$ cat src/rtl/assert_macros.svh
// Assertion helpers for the sequencer RTL.
`ifndef ASSERT_MACROS_SVH
`define ASSERT_MACROS_SVH

// Condition must hold at every edge outside reset.
`define ASSERT_ALWAYS(lbl, ck, rs, expr, msg) \
  lbl: assert property (@(posedge ck) disable iff (rs) (expr)) else $error(msg);

// Antecedent at an edge implies consequent at the same edge.
`define ASSERT_IMPLY(lbl, ck, rs, ante, cons, msg) \
  lbl: assert property (@(posedge ck) disable iff (rs) (ante) |-> (cons)) else $error(msg);

`endif

$ cat src/rtl/acps_pkg.sv
package acps_pkg;

  localparam int LBA_W       = 28;
  localparam int POLL_W      = 16;
  localparam int MAX_CHUNK   = 256;
  localparam int CHUNK_W     = $clog2(MAX_CHUNK) + 1;
  localparam int WORDS_W     = CHUNK_W + 8;
  localparam int STAT_W      = 8;

  localparam int IN_DATA_W   = 72;
  localparam int OUT_DATA_W  = 32;
  localparam int TYPE_W      = 3;
  localparam int CFG_IDX_W   = 1;

  localparam int QUEUE_DEPTH = 4;
  localparam int QPTR_W      = $clog2(QUEUE_DEPTH);
  localparam int QCNT_W      = $clog2(QUEUE_DEPTH + 1);

  // Request kinds
  localparam logic [TYPE_W-1:0] REQ_START = 3'd0;
  localparam logic [TYPE_W-1:0] REQ_IRQ   = 3'd1;
  localparam logic [TYPE_W-1:0] REQ_STAT  = 3'd2;
  localparam logic [TYPE_W-1:0] REQ_TICK  = 3'd3;
  localparam logic [TYPE_W-1:0] REQ_XDONE = 3'd4;

  // Result actions
  localparam logic [2:0] ACT_REG      = 3'd0;
  localparam logic [2:0] ACT_STATUS   = 3'd1;
  localparam logic [2:0] ACT_XFER     = 3'd2;
  localparam logic [2:0] ACT_DONE     = 3'd3;
  localparam logic [2:0] ACT_NOTREADY = 3'd4;
  localparam logic [2:0] ACT_TIMEOUT  = 3'd5;
  localparam logic [2:0] ACT_REJECT   = 3'd6;

  // Task-file offsets
  localparam logic [2:0] TF_COUNT  = 3'd2;
  localparam logic [2:0] TF_LBA_LO = 3'd3;
  localparam logic [2:0] TF_LBA_MD = 3'd4;
  localparam logic [2:0] TF_LBA_HI = 3'd5;
  localparam logic [2:0] TF_DEVICE = 3'd6;
  localparam logic [2:0] TF_CMD    = 3'd7;

  localparam logic [7:0] ST_BSY    = 8'h80;
  localparam logic [7:0] ST_DRQ    = 8'h08;
  localparam logic [7:0] DEV_BASE  = 8'hA0;
  localparam logic [7:0] DEV_LBA   = 8'h40;
  localparam logic [7:0] DEV_SLAVE = 8'h10;
  localparam logic [7:0] CMD_RD    = 8'h20;
  localparam logic [7:0] CMD_WR    = 8'h30;

  // Configuration register indexes
  localparam logic [CFG_IDX_W-1:0] CFG_HIGHEST_LBA = 1'd0;
  localparam logic [CFG_IDX_W-1:0] CFG_POLL_LIMIT  = 1'd1;

  localparam logic [LBA_W-1:0]  HIGHEST_LBA_RST = 28'd163839;
  localparam logic [POLL_W-1:0] POLL_LIMIT_RST  = 16'd3000;

  typedef struct packed {
    logic [LBA_W-1:0]  highest_lba;
    logic [POLL_W-1:0] poll_limit;
  } cfg_t;

  // One unit of back-end work: either a single result or a command sequence
  typedef struct packed {
    logic               cmd;
    logic               sel;
    logic [2:0]         action;
    logic [7:0]         count;
    logic [LBA_W-1:0]   lba;
    logic [7:0]         dev;
    logic [7:0]         opcode;
    logic [WORDS_W-1:0] words;
  } job_t;

  typedef struct packed {
    logic              full;
    logic              empty;
    logic [QCNT_W-1:0] count;
  } q_stat_t;

endpackage

$ cat src/rtl/acps_front.sv
module acps_front (
  input  logic                           clk,
  input  logic                           rst,
  input  acps_pkg::cfg_t                 cfg,
  input  logic                           in_valid,
  output logic                           in_ready,
  input  logic [acps_pkg::TYPE_W-1:0]    in_type,
  input  logic [acps_pkg::IN_DATA_W-1:0] in_data,
  input  acps_pkg::q_stat_t              q_stat,
  output logic                           push,
  output acps_pkg::job_t                 job
);
  import acps_pkg::*;

  localparam logic [2:0] PH_IDLE    = 3'd0;
  localparam logic [2:0] PH_WAIT_RD = 3'd1;
  localparam logic [2:0] PH_POLL    = 3'd2;
  localparam logic [2:0] PH_XFER    = 3'd3;
  localparam logic [2:0] PH_WAIT_WR = 3'd4;

  logic [2:0]         phase, phase_next;
  logic               write_mode, write_mode_next;
  logic               drive_bit, drive_bit_next;
  logic [LBA_W-1:0]   next_lba, next_lba_next;
  logic [LBA_W-1:0]   sectors_left, sectors_left_next;
  logic [CHUNK_W-1:0] chunk_sectors, chunk_sectors_next;
  logic [POLL_W-1:0]  poll_count, poll_count_next;
  logic               expecting, expecting_next;

  logic               in_wr, in_drv;
  logic [LBA_W-1:0]   in_lba, in_cnt;
  logic [STAT_W-1:0]  in_stat;
  logic               accept;

  logic [LBA_W-1:0]   fin_lba, fin_left;
  logic               do_finish, do_issue, issue_sel;
  logic [LBA_W-1:0]   iss_left, iss_lba;
  logic [CHUNK_W-1:0] iss_chunk;

  assign in_wr   = in_data[0];
  assign in_drv  = in_data[1];
  assign in_lba  = in_data[2 +: LBA_W];
  assign in_cnt  = in_data[2 + LBA_W +: LBA_W];
  assign in_stat = in_data[2 + 2*LBA_W +: STAT_W];

  assign in_ready = !q_stat.full;
  assign accept   = in_valid && in_ready;

  assign fin_lba  = next_lba + LBA_W'(chunk_sectors);
  assign fin_left = (LBA_W'(chunk_sectors) >= sectors_left) ? '0
                  : sectors_left - LBA_W'(chunk_sectors);

  always_comb begin
    phase_next         = phase;
    write_mode_next    = write_mode;
    drive_bit_next     = drive_bit;
    next_lba_next      = next_lba;
    sectors_left_next  = sectors_left;
    chunk_sectors_next = chunk_sectors;
    poll_count_next    = poll_count;
    expecting_next     = expecting;
    push               = 1'b0;
    job                = '0;
    do_finish          = 1'b0;
    do_issue           = 1'b0;
    issue_sel          = 1'b0;
    iss_left           = in_cnt;
    iss_lba            = in_lba;
    iss_chunk          = '0;

    if (accept) begin
      case (in_type)
        REQ_START: begin
          if (phase != PH_IDLE || in_cnt == '0 || in_lba > cfg.highest_lba) begin
            push       = 1'b1;
            job.action = ACT_REJECT;
          end else begin
            write_mode_next   = in_wr;
            drive_bit_next    = in_drv;
            next_lba_next     = in_lba;
            sectors_left_next = in_cnt;
            do_issue          = 1'b1;
            issue_sel         = 1'b1;
          end
        end
        REQ_IRQ: begin
          if (expecting && phase == PH_WAIT_RD) begin
            expecting_next  = 1'b0;
            poll_count_next = POLL_W'(1);
            phase_next      = PH_POLL;
            push            = 1'b1;
            job.action      = ACT_STATUS;
          end else if (expecting && phase == PH_WAIT_WR) begin
            expecting_next = 1'b0;
            do_finish      = 1'b1;
          end
        end
        REQ_STAT: begin
          if (phase == PH_POLL && (in_stat & ST_BSY) == '0) begin
            push = 1'b1;
            if ((in_stat & ST_DRQ) != '0) begin
              phase_next = PH_XFER;
              job.action = ACT_XFER;
              job.words  = {chunk_sectors, 8'h00};
            end else begin
              phase_next         = PH_IDLE;
              expecting_next     = 1'b0;
              sectors_left_next  = '0;
              chunk_sectors_next = '0;
              poll_count_next    = '0;
              job.action         = ACT_NOTREADY;
            end
          end
        end
        REQ_TICK: begin
          if (phase == PH_POLL) begin
            push = 1'b1;
            if (poll_count >= cfg.poll_limit) begin
              phase_next         = PH_IDLE;
              expecting_next     = 1'b0;
              sectors_left_next  = '0;
              chunk_sectors_next = '0;
              poll_count_next    = '0;
              job.action         = ACT_TIMEOUT;
            end else begin
              poll_count_next = poll_count + POLL_W'(1);
              job.action      = ACT_STATUS;
            end
          end
        end
        REQ_XDONE: begin
          if (phase == PH_XFER) begin
            if (write_mode) phase_next = PH_WAIT_WR;
            else do_finish = 1'b1;
          end
        end
        default: ;
      endcase
    end

    if (do_finish) begin
      next_lba_next     = fin_lba;
      sectors_left_next = fin_left;
      if (fin_left == '0) begin
        phase_next         = PH_IDLE;
        expecting_next     = 1'b0;
        chunk_sectors_next = '0;
        poll_count_next    = '0;
        push               = 1'b1;
        job.action         = ACT_DONE;
      end else begin
        do_issue = 1'b1;
        iss_left = fin_left;
        iss_lba  = fin_lba;
      end
    end

    if (do_issue) begin
      iss_chunk = (iss_left >= LBA_W'(MAX_CHUNK)) ? CHUNK_W'(MAX_CHUNK)
                : iss_left[CHUNK_W-1:0];
      chunk_sectors_next = iss_chunk;
      expecting_next     = 1'b1;
      poll_count_next    = '0;
      phase_next         = write_mode_next ? PH_POLL : PH_WAIT_RD;
      push               = 1'b1;
      job.cmd            = 1'b1;
      job.sel            = issue_sel;
      job.action         = ACT_REG;
      job.count          = iss_chunk[7:0];
      job.lba            = iss_lba;
      job.dev            = DEV_BASE | DEV_LBA | (drive_bit_next ? DEV_SLAVE : 8'h00);
      job.opcode         = write_mode_next ? CMD_WR : CMD_RD;
    end
  end

  always_ff @(posedge clk) begin
    if (rst) begin
      phase         <= PH_IDLE;
      write_mode    <= 1'b0;
      drive_bit     <= 1'b0;
      next_lba      <= '0;
      sectors_left  <= '0;
      chunk_sectors <= '0;
      poll_count    <= '0;
      expecting     <= 1'b0;
    end else begin
      phase         <= phase_next;
      write_mode    <= write_mode_next;
      drive_bit     <= drive_bit_next;
      next_lba      <= next_lba_next;
      sectors_left  <= sectors_left_next;
      chunk_sectors <= chunk_sectors_next;
      poll_count    <= poll_count_next;
      expecting     <= expecting_next;
    end
  end

endmodule

$ cat src/rtl/acps_queue.sv
module acps_queue (
  input  logic              clk,
  input  logic              rst,
  input  logic              push,
  input  acps_pkg::job_t    din,
  input  logic              pop,
  output acps_pkg::job_t    dout,
  output acps_pkg::q_stat_t stat
);
  import acps_pkg::*;

  job_t              mem [QUEUE_DEPTH];
  logic [QPTR_W-1:0] wr_ptr, rd_ptr;
  logic [QCNT_W-1:0] count;
  logic              do_push, do_pop;

  assign stat.full  = (count == QCNT_W'(QUEUE_DEPTH));
  assign stat.empty = (count == '0);
  assign stat.count = count;
  assign dout       = mem[rd_ptr];

  assign do_push = push && !stat.full;
  assign do_pop  = pop && !stat.empty;

  always_ff @(posedge clk) begin
    if (do_push) mem[wr_ptr] <= din;
  end

  always_ff @(posedge clk) begin
    if (rst) begin
      wr_ptr <= '0;
      rd_ptr <= '0;
      count  <= '0;
    end else begin
      if (do_push) wr_ptr <= wr_ptr + QPTR_W'(1);
      if (do_pop) rd_ptr <= rd_ptr + QPTR_W'(1);
      case ({do_push, do_pop})
        2'b10:   count <= count + QCNT_W'(1);
        2'b01:   count <= count - QCNT_W'(1);
        default: count <= count;
      endcase
    end
  end

endmodule

$ cat src/rtl/acps_back.sv
module acps_back (
  input  logic                            clk,
  input  logic                            rst,
  input  acps_pkg::job_t                  job,
  input  acps_pkg::q_stat_t               q_stat,
  output logic                            pop,
  output logic                            out_valid,
  input  logic                            out_ready,
  output logic [acps_pkg::OUT_DATA_W-1:0] out_data,
  output logic [2:0]                      out_user,
  output logic                            out_last
);
  import acps_pkg::*;

  localparam logic [2:0] STEP_LAST = 3'd6;

  logic [2:0]         step, pos;
  logic               emit, last;
  logic [2:0]         r_off;
  logic [7:0]         r_val;
  logic [WORDS_W-1:0] r_words;

  assign emit = !q_stat.empty && (!out_valid || out_ready);
  assign pos  = job.sel ? step : step + 3'd1;
  assign last = !job.cmd || pos == STEP_LAST;
  assign pop  = emit && last;

  always_comb begin
    r_off   = '0;
    r_val   = '0;
    r_words = '0;
    if (job.cmd) begin
      case (pos)
        3'd0: begin r_off = TF_DEVICE; r_val = job.dev; end
        3'd1: begin r_off = TF_COUNT;  r_val = job.count; end
        3'd2: begin r_off = TF_LBA_LO; r_val = job.lba[7:0]; end
        3'd3: begin r_off = TF_LBA_MD; r_val = job.lba[15:8]; end
        3'd4: begin r_off = TF_LBA_HI; r_val = job.lba[23:16]; end
        3'd5: begin r_off = TF_DEVICE; r_val = job.dev | {4'h0, job.lba[27:24]}; end
        3'd6: begin r_off = TF_CMD;    r_val = job.opcode; end
        default: ;
      endcase
    end else begin
      r_words = job.words;
    end
  end

  always_ff @(posedge clk) begin
    if (rst) begin
      step      <= '0;
      out_valid <= 1'b0;
    end else begin
      if (emit) begin
        step      <= last ? 3'd0 : step + 3'd1;
        out_valid <= 1'b1;
      end else if (out_ready) begin
        out_valid <= 1'b0;
      end
    end
  end

  // Hold payload while the receiver stalls
  always_ff @(posedge clk) begin
    if (emit) begin
      out_data <= OUT_DATA_W'({r_words, r_val, r_off});
      out_user <= job.action;
      out_last <= last;
    end
  end

endmodule

$ cat src/rtl/ata_pio_command_sequencer.sv
// Host-side sequencer for ATA PIO LBA28 sector reads and writes.
// Slave stream (s_*): events; tuser carries the event kind (start, drive
// interrupt, status byte, tick, transfer complete), tdata the start
// parameters and status byte. Master stream (m_*): drive actions; tuser is
// the action, tdata the task-file offset, register byte and word count,
// tlast marks the last result of one event.
// Config channel (cfg_*): index 0 highest accepted LBA, index 1 poll limit;
// write only while no event is in flight. cfg_ready is always high.
// The front end takes one event per cycle while the queue has room and
// updates the run state at once, then queues a job (four deep) for the
// back end, which emits one result per cycle while m_tready is high. The
// first result of an event goes through the queue and the output register.
// A start produces seven results and an event that opens the next chunk six;
// other events produce at most one. Events that produce nothing never
// reach the queue. When m_tready stays low the output register holds,
// the queue fills and s_tready drops. Synchronous reset returns the run
// state to idle, empties the queue and loads the default configuration.
`include "assert_macros.svh"

module ata_pio_command_sequencer (
  input  logic                             clk,
  input  logic                             rst,
  input  logic                             s_tvalid,
  output logic                             s_tready,
  // [0] is_write, [1] drive_select, [29:2] first_lba, [57:30] sector_count,
  // [65:58] status_value, [71:66] zero
  input  logic [acps_pkg::IN_DATA_W-1:0]   s_tdata,
  // [2:0] req_type
  input  logic [acps_pkg::TYPE_W-1:0]      s_tuser,
  output logic                             m_tvalid,
  input  logic                             m_tready,
  // [2:0] reg_offset, [10:3] reg_value, [27:11] transfer_words, [31:28] zero
  output logic [acps_pkg::OUT_DATA_W-1:0]  m_tdata,
  // [2:0] action
  output logic [2:0]                       m_tuser,
  output logic                             m_tlast,
  input  logic                             cfg_valid,
  output logic                             cfg_ready,
  input  logic [acps_pkg::CFG_IDX_W-1:0]   cfg_index,
  input  logic [acps_pkg::LBA_W-1:0]       cfg_data
);
  import acps_pkg::*;

  cfg_t    cfg;
  job_t    push_job, head_job;
  q_stat_t q_stat;
  logic    push, pop;

  assign cfg_ready = 1'b1;

  always_ff @(posedge clk) begin
    if (rst) begin
      cfg.highest_lba <= HIGHEST_LBA_RST;
      cfg.poll_limit  <= POLL_LIMIT_RST;
    end else if (cfg_valid && cfg_ready) begin
      case (cfg_index)
        CFG_HIGHEST_LBA: cfg.highest_lba <= cfg_data;
        CFG_POLL_LIMIT:  cfg.poll_limit  <= cfg_data[POLL_W-1:0];
        default: ;
      endcase
    end
  end

  acps_front u_front (
    .clk      (clk),
    .rst      (rst),
    .cfg      (cfg),
    .in_valid (s_tvalid),
    .in_ready (s_tready),
    .in_type  (s_tuser),
    .in_data  (s_tdata),
    .q_stat   (q_stat),
    .push     (push),
    .job      (push_job)
  );

  acps_queue u_queue (
    .clk  (clk),
    .rst  (rst),
    .push (push),
    .din  (push_job),
    .pop  (pop),
    .dout (head_job),
    .stat (q_stat)
  );

  acps_back u_back (
    .clk       (clk),
    .rst       (rst),
    .job       (head_job),
    .q_stat    (q_stat),
    .pop       (pop),
    .out_valid (m_tvalid),
    .out_ready (m_tready),
    .out_data  (m_tdata),
    .out_user  (m_tuser),
    .out_last  (m_tlast)
  );

  `ASSERT_ALWAYS(a_queue_bound, clk, rst, q_stat.count <= QCNT_W'(QUEUE_DEPTH), "queue overfull")
  `ASSERT_IMPLY(a_no_push_full, clk, rst, push, !q_stat.full, "job pushed into full queue")
  `ASSERT_IMPLY(a_no_pop_empty, clk, rst, pop, !q_stat.empty, "job popped from empty queue")

endmodule

$ cat config.mk
export PLATFORM = sky130hd
export DESIGN_NAME = ata_pio_command_sequencer
export DESIGN_NICKNAME = d
export VERILOG_FILES = /design/src/rtl/acps_pkg.sv /design/src/rtl/acps_front.sv /design/src/rtl/acps_queue.sv /design/src/rtl/acps_back.sv /design/src/rtl/ata_pio_command_sequencer.sv
export VERILOG_INCLUDE_DIRS = /design/src /design/src/rtl
export SDC_FILE = /design/constraint.sdc
export NUM_CORES = 1
export LEC_CHECK = 0
export ABC_AREA = 1
export BUFFER_PORTS_ARGS = -buffer_cell sky130_fd_sc_hd__buf_2
export CAP_MARGIN = 10
export CORE_MARGIN = 2
export CORE_UTILIZATION = 34
export DETAILED_ROUTE_END_ITERATION = 10
export PLACE_DENSITY = 0.56
export SLEW_MARGIN = 20
export SYNTH_ARGS = -nofsm -noshare
export SYNTH_HDL_FRONTEND = slang
export SYNTH_SLANG_ARGS = --single-unit
$ cat constraint.sdc
create_clock -name clk -period 9.3 [get_ports clk]
set_input_delay 0.93 -clock clk [delete_from_list [all_inputs] [get_ports clk]]
set_output_delay 0.93 -clock clk [all_outputs]
set_load 0.02 [all_outputs]
==> metrics.md <==
| Metric | Value |
|---|---|
| Critical path required time | `9570 ps` |
| Hold Buf Count CTS | `0` |
| IR drop worst, VDD | `0.122 mV` |
| Share of the yosys chip area belonging to registers | `0.513` |
| Measured slew at the worst slew-check pin | `873 ps` |
| CTS tree | `yes` |
| Power per cell area | `219 nW/um^2` |
| Final HPWL DP | `37.4 mm` |
| Num CTS Buffers | `42` |
| Synth area leaders | `edfxtp_1 (36%), dfxtp_1 (15%), nand2_1 (8.5%), nor2_1 (5.1%), o21ai_0 (5.1%)` |
| CP Capture Type | `flip-flop` |
| Core area | `56,200 um^2` |
| Final period utilization | `0.473` |
| Die H | `242 um` |
| Count of different cell masters after synthesis | `53` |
| Io pins | `148` |
| Bufs on Longest Clock Path | `3` |
| YS warnings | `0` |
| CTS clk-pin slew, worst paths | `60 ps` |
| Sw Share | `0.333` |
| Cell taking the most area after synthesis | `edfxtp_1` |
| Setup repair bufs after CTS | `0` |
| First DRT Iteration DRCs | `1,344` |
| Avg Inst Size Synth | `8.51 um^2` |
| Skew final | `22.8 ps` |
| DRC | `0` |
| Die area | `58,400 um^2` |
| Sink Count | `376` |
| Flop pwr share | `0.407` |
| Clock power share | `0.345` |
| Post-Synthesis Cells | `2,257` |
| Wire per inst | `17.2 um` |
| #FFs+latches synth | `376` |
| Final Util | `0.389` |
| Critical path arrival | `4670 ps` |
| Pin count of the biggest net entering global routing | `88` |
| Endpoints failing hold | `0` |
| GP Congestion | `0.906` |
| Resized Gates After CTS | `0` |
| Initial antenna violation count | `1` |
| Non-filler cells, final | `3,140` |
| Final Max Slew Viols | `0` |
| Top-area cell type share of the netlist area | `0.363` |
| Placed cells | `3,061` |
| Layout cells sized above 1 | `0.112` |
| Worst Hold Class | `reg2reg` |
| Psw | `0.00159 W` |
| Internal Power | `0.00319 W` |
| Vias in the first global route | `15.1k` |
| Synth Flop Type | `edfxtp_1` |
| Leak | `8.84 nW` |
| Via count | `15.9k` |
| WS Path Type | `reg2reg` |
| Post-synth ARST share | `0` |
| All-Layer GR Usage | `0.180` |
| Combinational share of power | `0.247` |
| Starting Density | `0.342` |
| # rows | `87` |
| H-tree depth | `2` |
| Vias per cell | `5.05` |
| Area Growth Syn to Fin | `13.8%` |
| Setup TNS | `0 ps` |
| Crit start category | `flip-flop` |
| Achievable frequency | `227 MHz` |
| Total wire length | `54.0 mm` |
| Grt ovf | `0` |
| TritonRoute pass-1 iters | `6` |
| Crit path max fanout | `34` |
| Overall power | `0.00478 W` |
| First-pass GRT wire length | `83.8 mm` |
| RSZ-0062 raised after global routing | `false` |
| EDFF count, synth | `232` |
| I/O Buffers | `122` |
| Routed Antenna Nets | `0` |
| Mapped Area | `19,200 um^2` |
| Worst skew pair latency | `580 ps` |
| Nets | `2,530` |
| Min Tclk post-route | `4400 ps` |
| Status | `complete, no violations` |
| Max transition margin | `0.418` |
| Die Span X | `242 um` |
| Final setup fails | `0` |
| Max_cap viols | `0` |
| Root Buffer | `clkbuf_16` |
## final timing paths
check | start | end | slack (ps) | depth (start not counted)
worst max register to register | u_front.chunk_sectors[0]$_SDFF_PP0_ | u_queue.mem[1][56]$_DFFE_PP_ | 4900 | 17
worst max-delay path | u_front.chunk_sectors[0]$_SDFF_PP0_ | u_queue.mem[1][56]$_DFFE_PP_ | 4900 | 17
worst min register to register | cfg[41]$_SDFFE_PP0P_ | cfg[41]$_SDFFE_PP0P_ | 460 | 2
worst min-delay path | cfg[41]$_SDFFE_PP0P_ | cfg[41]$_SDFFE_PP0P_ | 460 | 2
## cells in the final DEF, fill, tap and decap left out, types with 5 or more instances in the layout
master / n
a21oi_1: 146
nand2_1: 434
or2_2: 11
inv_2: 12
xor2_1: 25
nor2_4: 9
xnor2_1: 10
edfxtp_1: 232
ha_1: 69
nand3_1: 99
nor4_1: 5
dfxtp_1: 143
clkbuf_1: 13
clkbuf_16: 42
nor3_1: 30
o21ai_0: 195
nand4_1: 35
buf_4: 16
a211oi_1: 5
o211ai_1: 34
nor2_1: 256
clkinv_1: 7
clkinv_2: 8
inv_1: 247
conb_1: 13
o22ai_1: 50
buf_2: 122
nor2_2: 14
a31oi_1: 34
## power groups by stage
stage	Clock (W)	Sequential [W]	Combinational, W
detailed placement	0	0.00199	0.00118
global placement	0	0.00198	0.00116
floorplan	0	0.00204	0.000752
finish	0.00165	0.00195	0.00118
global route	0.00175	0.00196	0.00132
CTS	0.00169	0.00195	0.00119
## per-layer routing
layer / GRT usage / wire (um) / vias up
met5: 0 / 13 / -
met4: 0.0488 / 1150 / 2
met3: 0.0283 / 2890 / 76
met2: 0.295 / 24600 / 437
met1: 0.248 / 25300 / 7508
li1: - / - / 7833
## per-stage QoR
step,hold WS [ps],instance area (um^2),setup WS [ps]
floorplan,422,19300,4360
global placement,440,20500,4520
detailed placement,455,20500,4490
CTS,463,21900,4550
global route,474,21900,4620
finish,459,21900,4900
## synth_stat cells, types with 4 or more instances
library cell	n
nor2_2	14
nand3b_1	4
buf_4	14
nor3_1	30
o21ai_0	195
o211ai_1	34
nand3_1	99
nand4_1	35
nand2_1	434
or2_2	11
clkinv_1	6
nor2_1	261
xnor2_1	10
buf_1	4
inv_1	248
a211oi_1	5
o22ai_1	50
a31oi_1	35
nor2_4	4
a221oi_1	4
clkbuf_1	72
xor2_1	25
a21oi_1	146
edfxtp_1	232
ha_1	69
buf_2	8
o32ai_1	4
nor4_1	5
inv_2	10
dfxtp_1	144
## final cells by class
class,instances,area (um^2)
timing repair buffer,138,731
tap,756,946
antenna,1,2.50
fill,5791,34300
inverter,264,991
clock inverter,19,194
multi-input combinational,1527,8010
clock buffer,59,1150
sequential,376,9850
## state kept, by name, indices dropped and copies added (netlist names), 2 cells and up, named ones only
name	flops
cfg	44
u_queue.mem	208
u_back.out_data	20
u_front.next_lba	28
u_back.step	3
u_back.out_user	3
u_queue.wr_ptr	2
u_front.chunk_sectors	9
u_front.sectors_left	28
u_front.poll_count	16
u_queue.rd_ptr	2
u_queue.count	3
u_front.phase	3
## critical path: stages (launching register included)
cell     delay, ps
dfxtp_1        380
ha_1           280
fa_1           460
inv_1           90
nand3_1         70
nand2_1        160
nand2_1        110
nand3_2         90
nor2_2          50
nor2_4         530
nand3_1        240
nand2_1        140
nor2_1          60
nand3_1        140
nand2_4        130
nand2_8        260
inv_1          280
o21ai_0        600
## logic make-up (layout without fill, tap and decap cells)
kind of cell,count (synthesis),count (layout),synth area share
compound gates,494,494,0.144
xor+xnor,35,35,0.0160
fa+ha+maj,72,72,0.0481
buf+inv,365,480,0.0757
flops,376,376,0.513
other cells,2,14,0.000391
simple gates,913,913,0.203
Note: power is estimated with default switching activity, not from simulation.
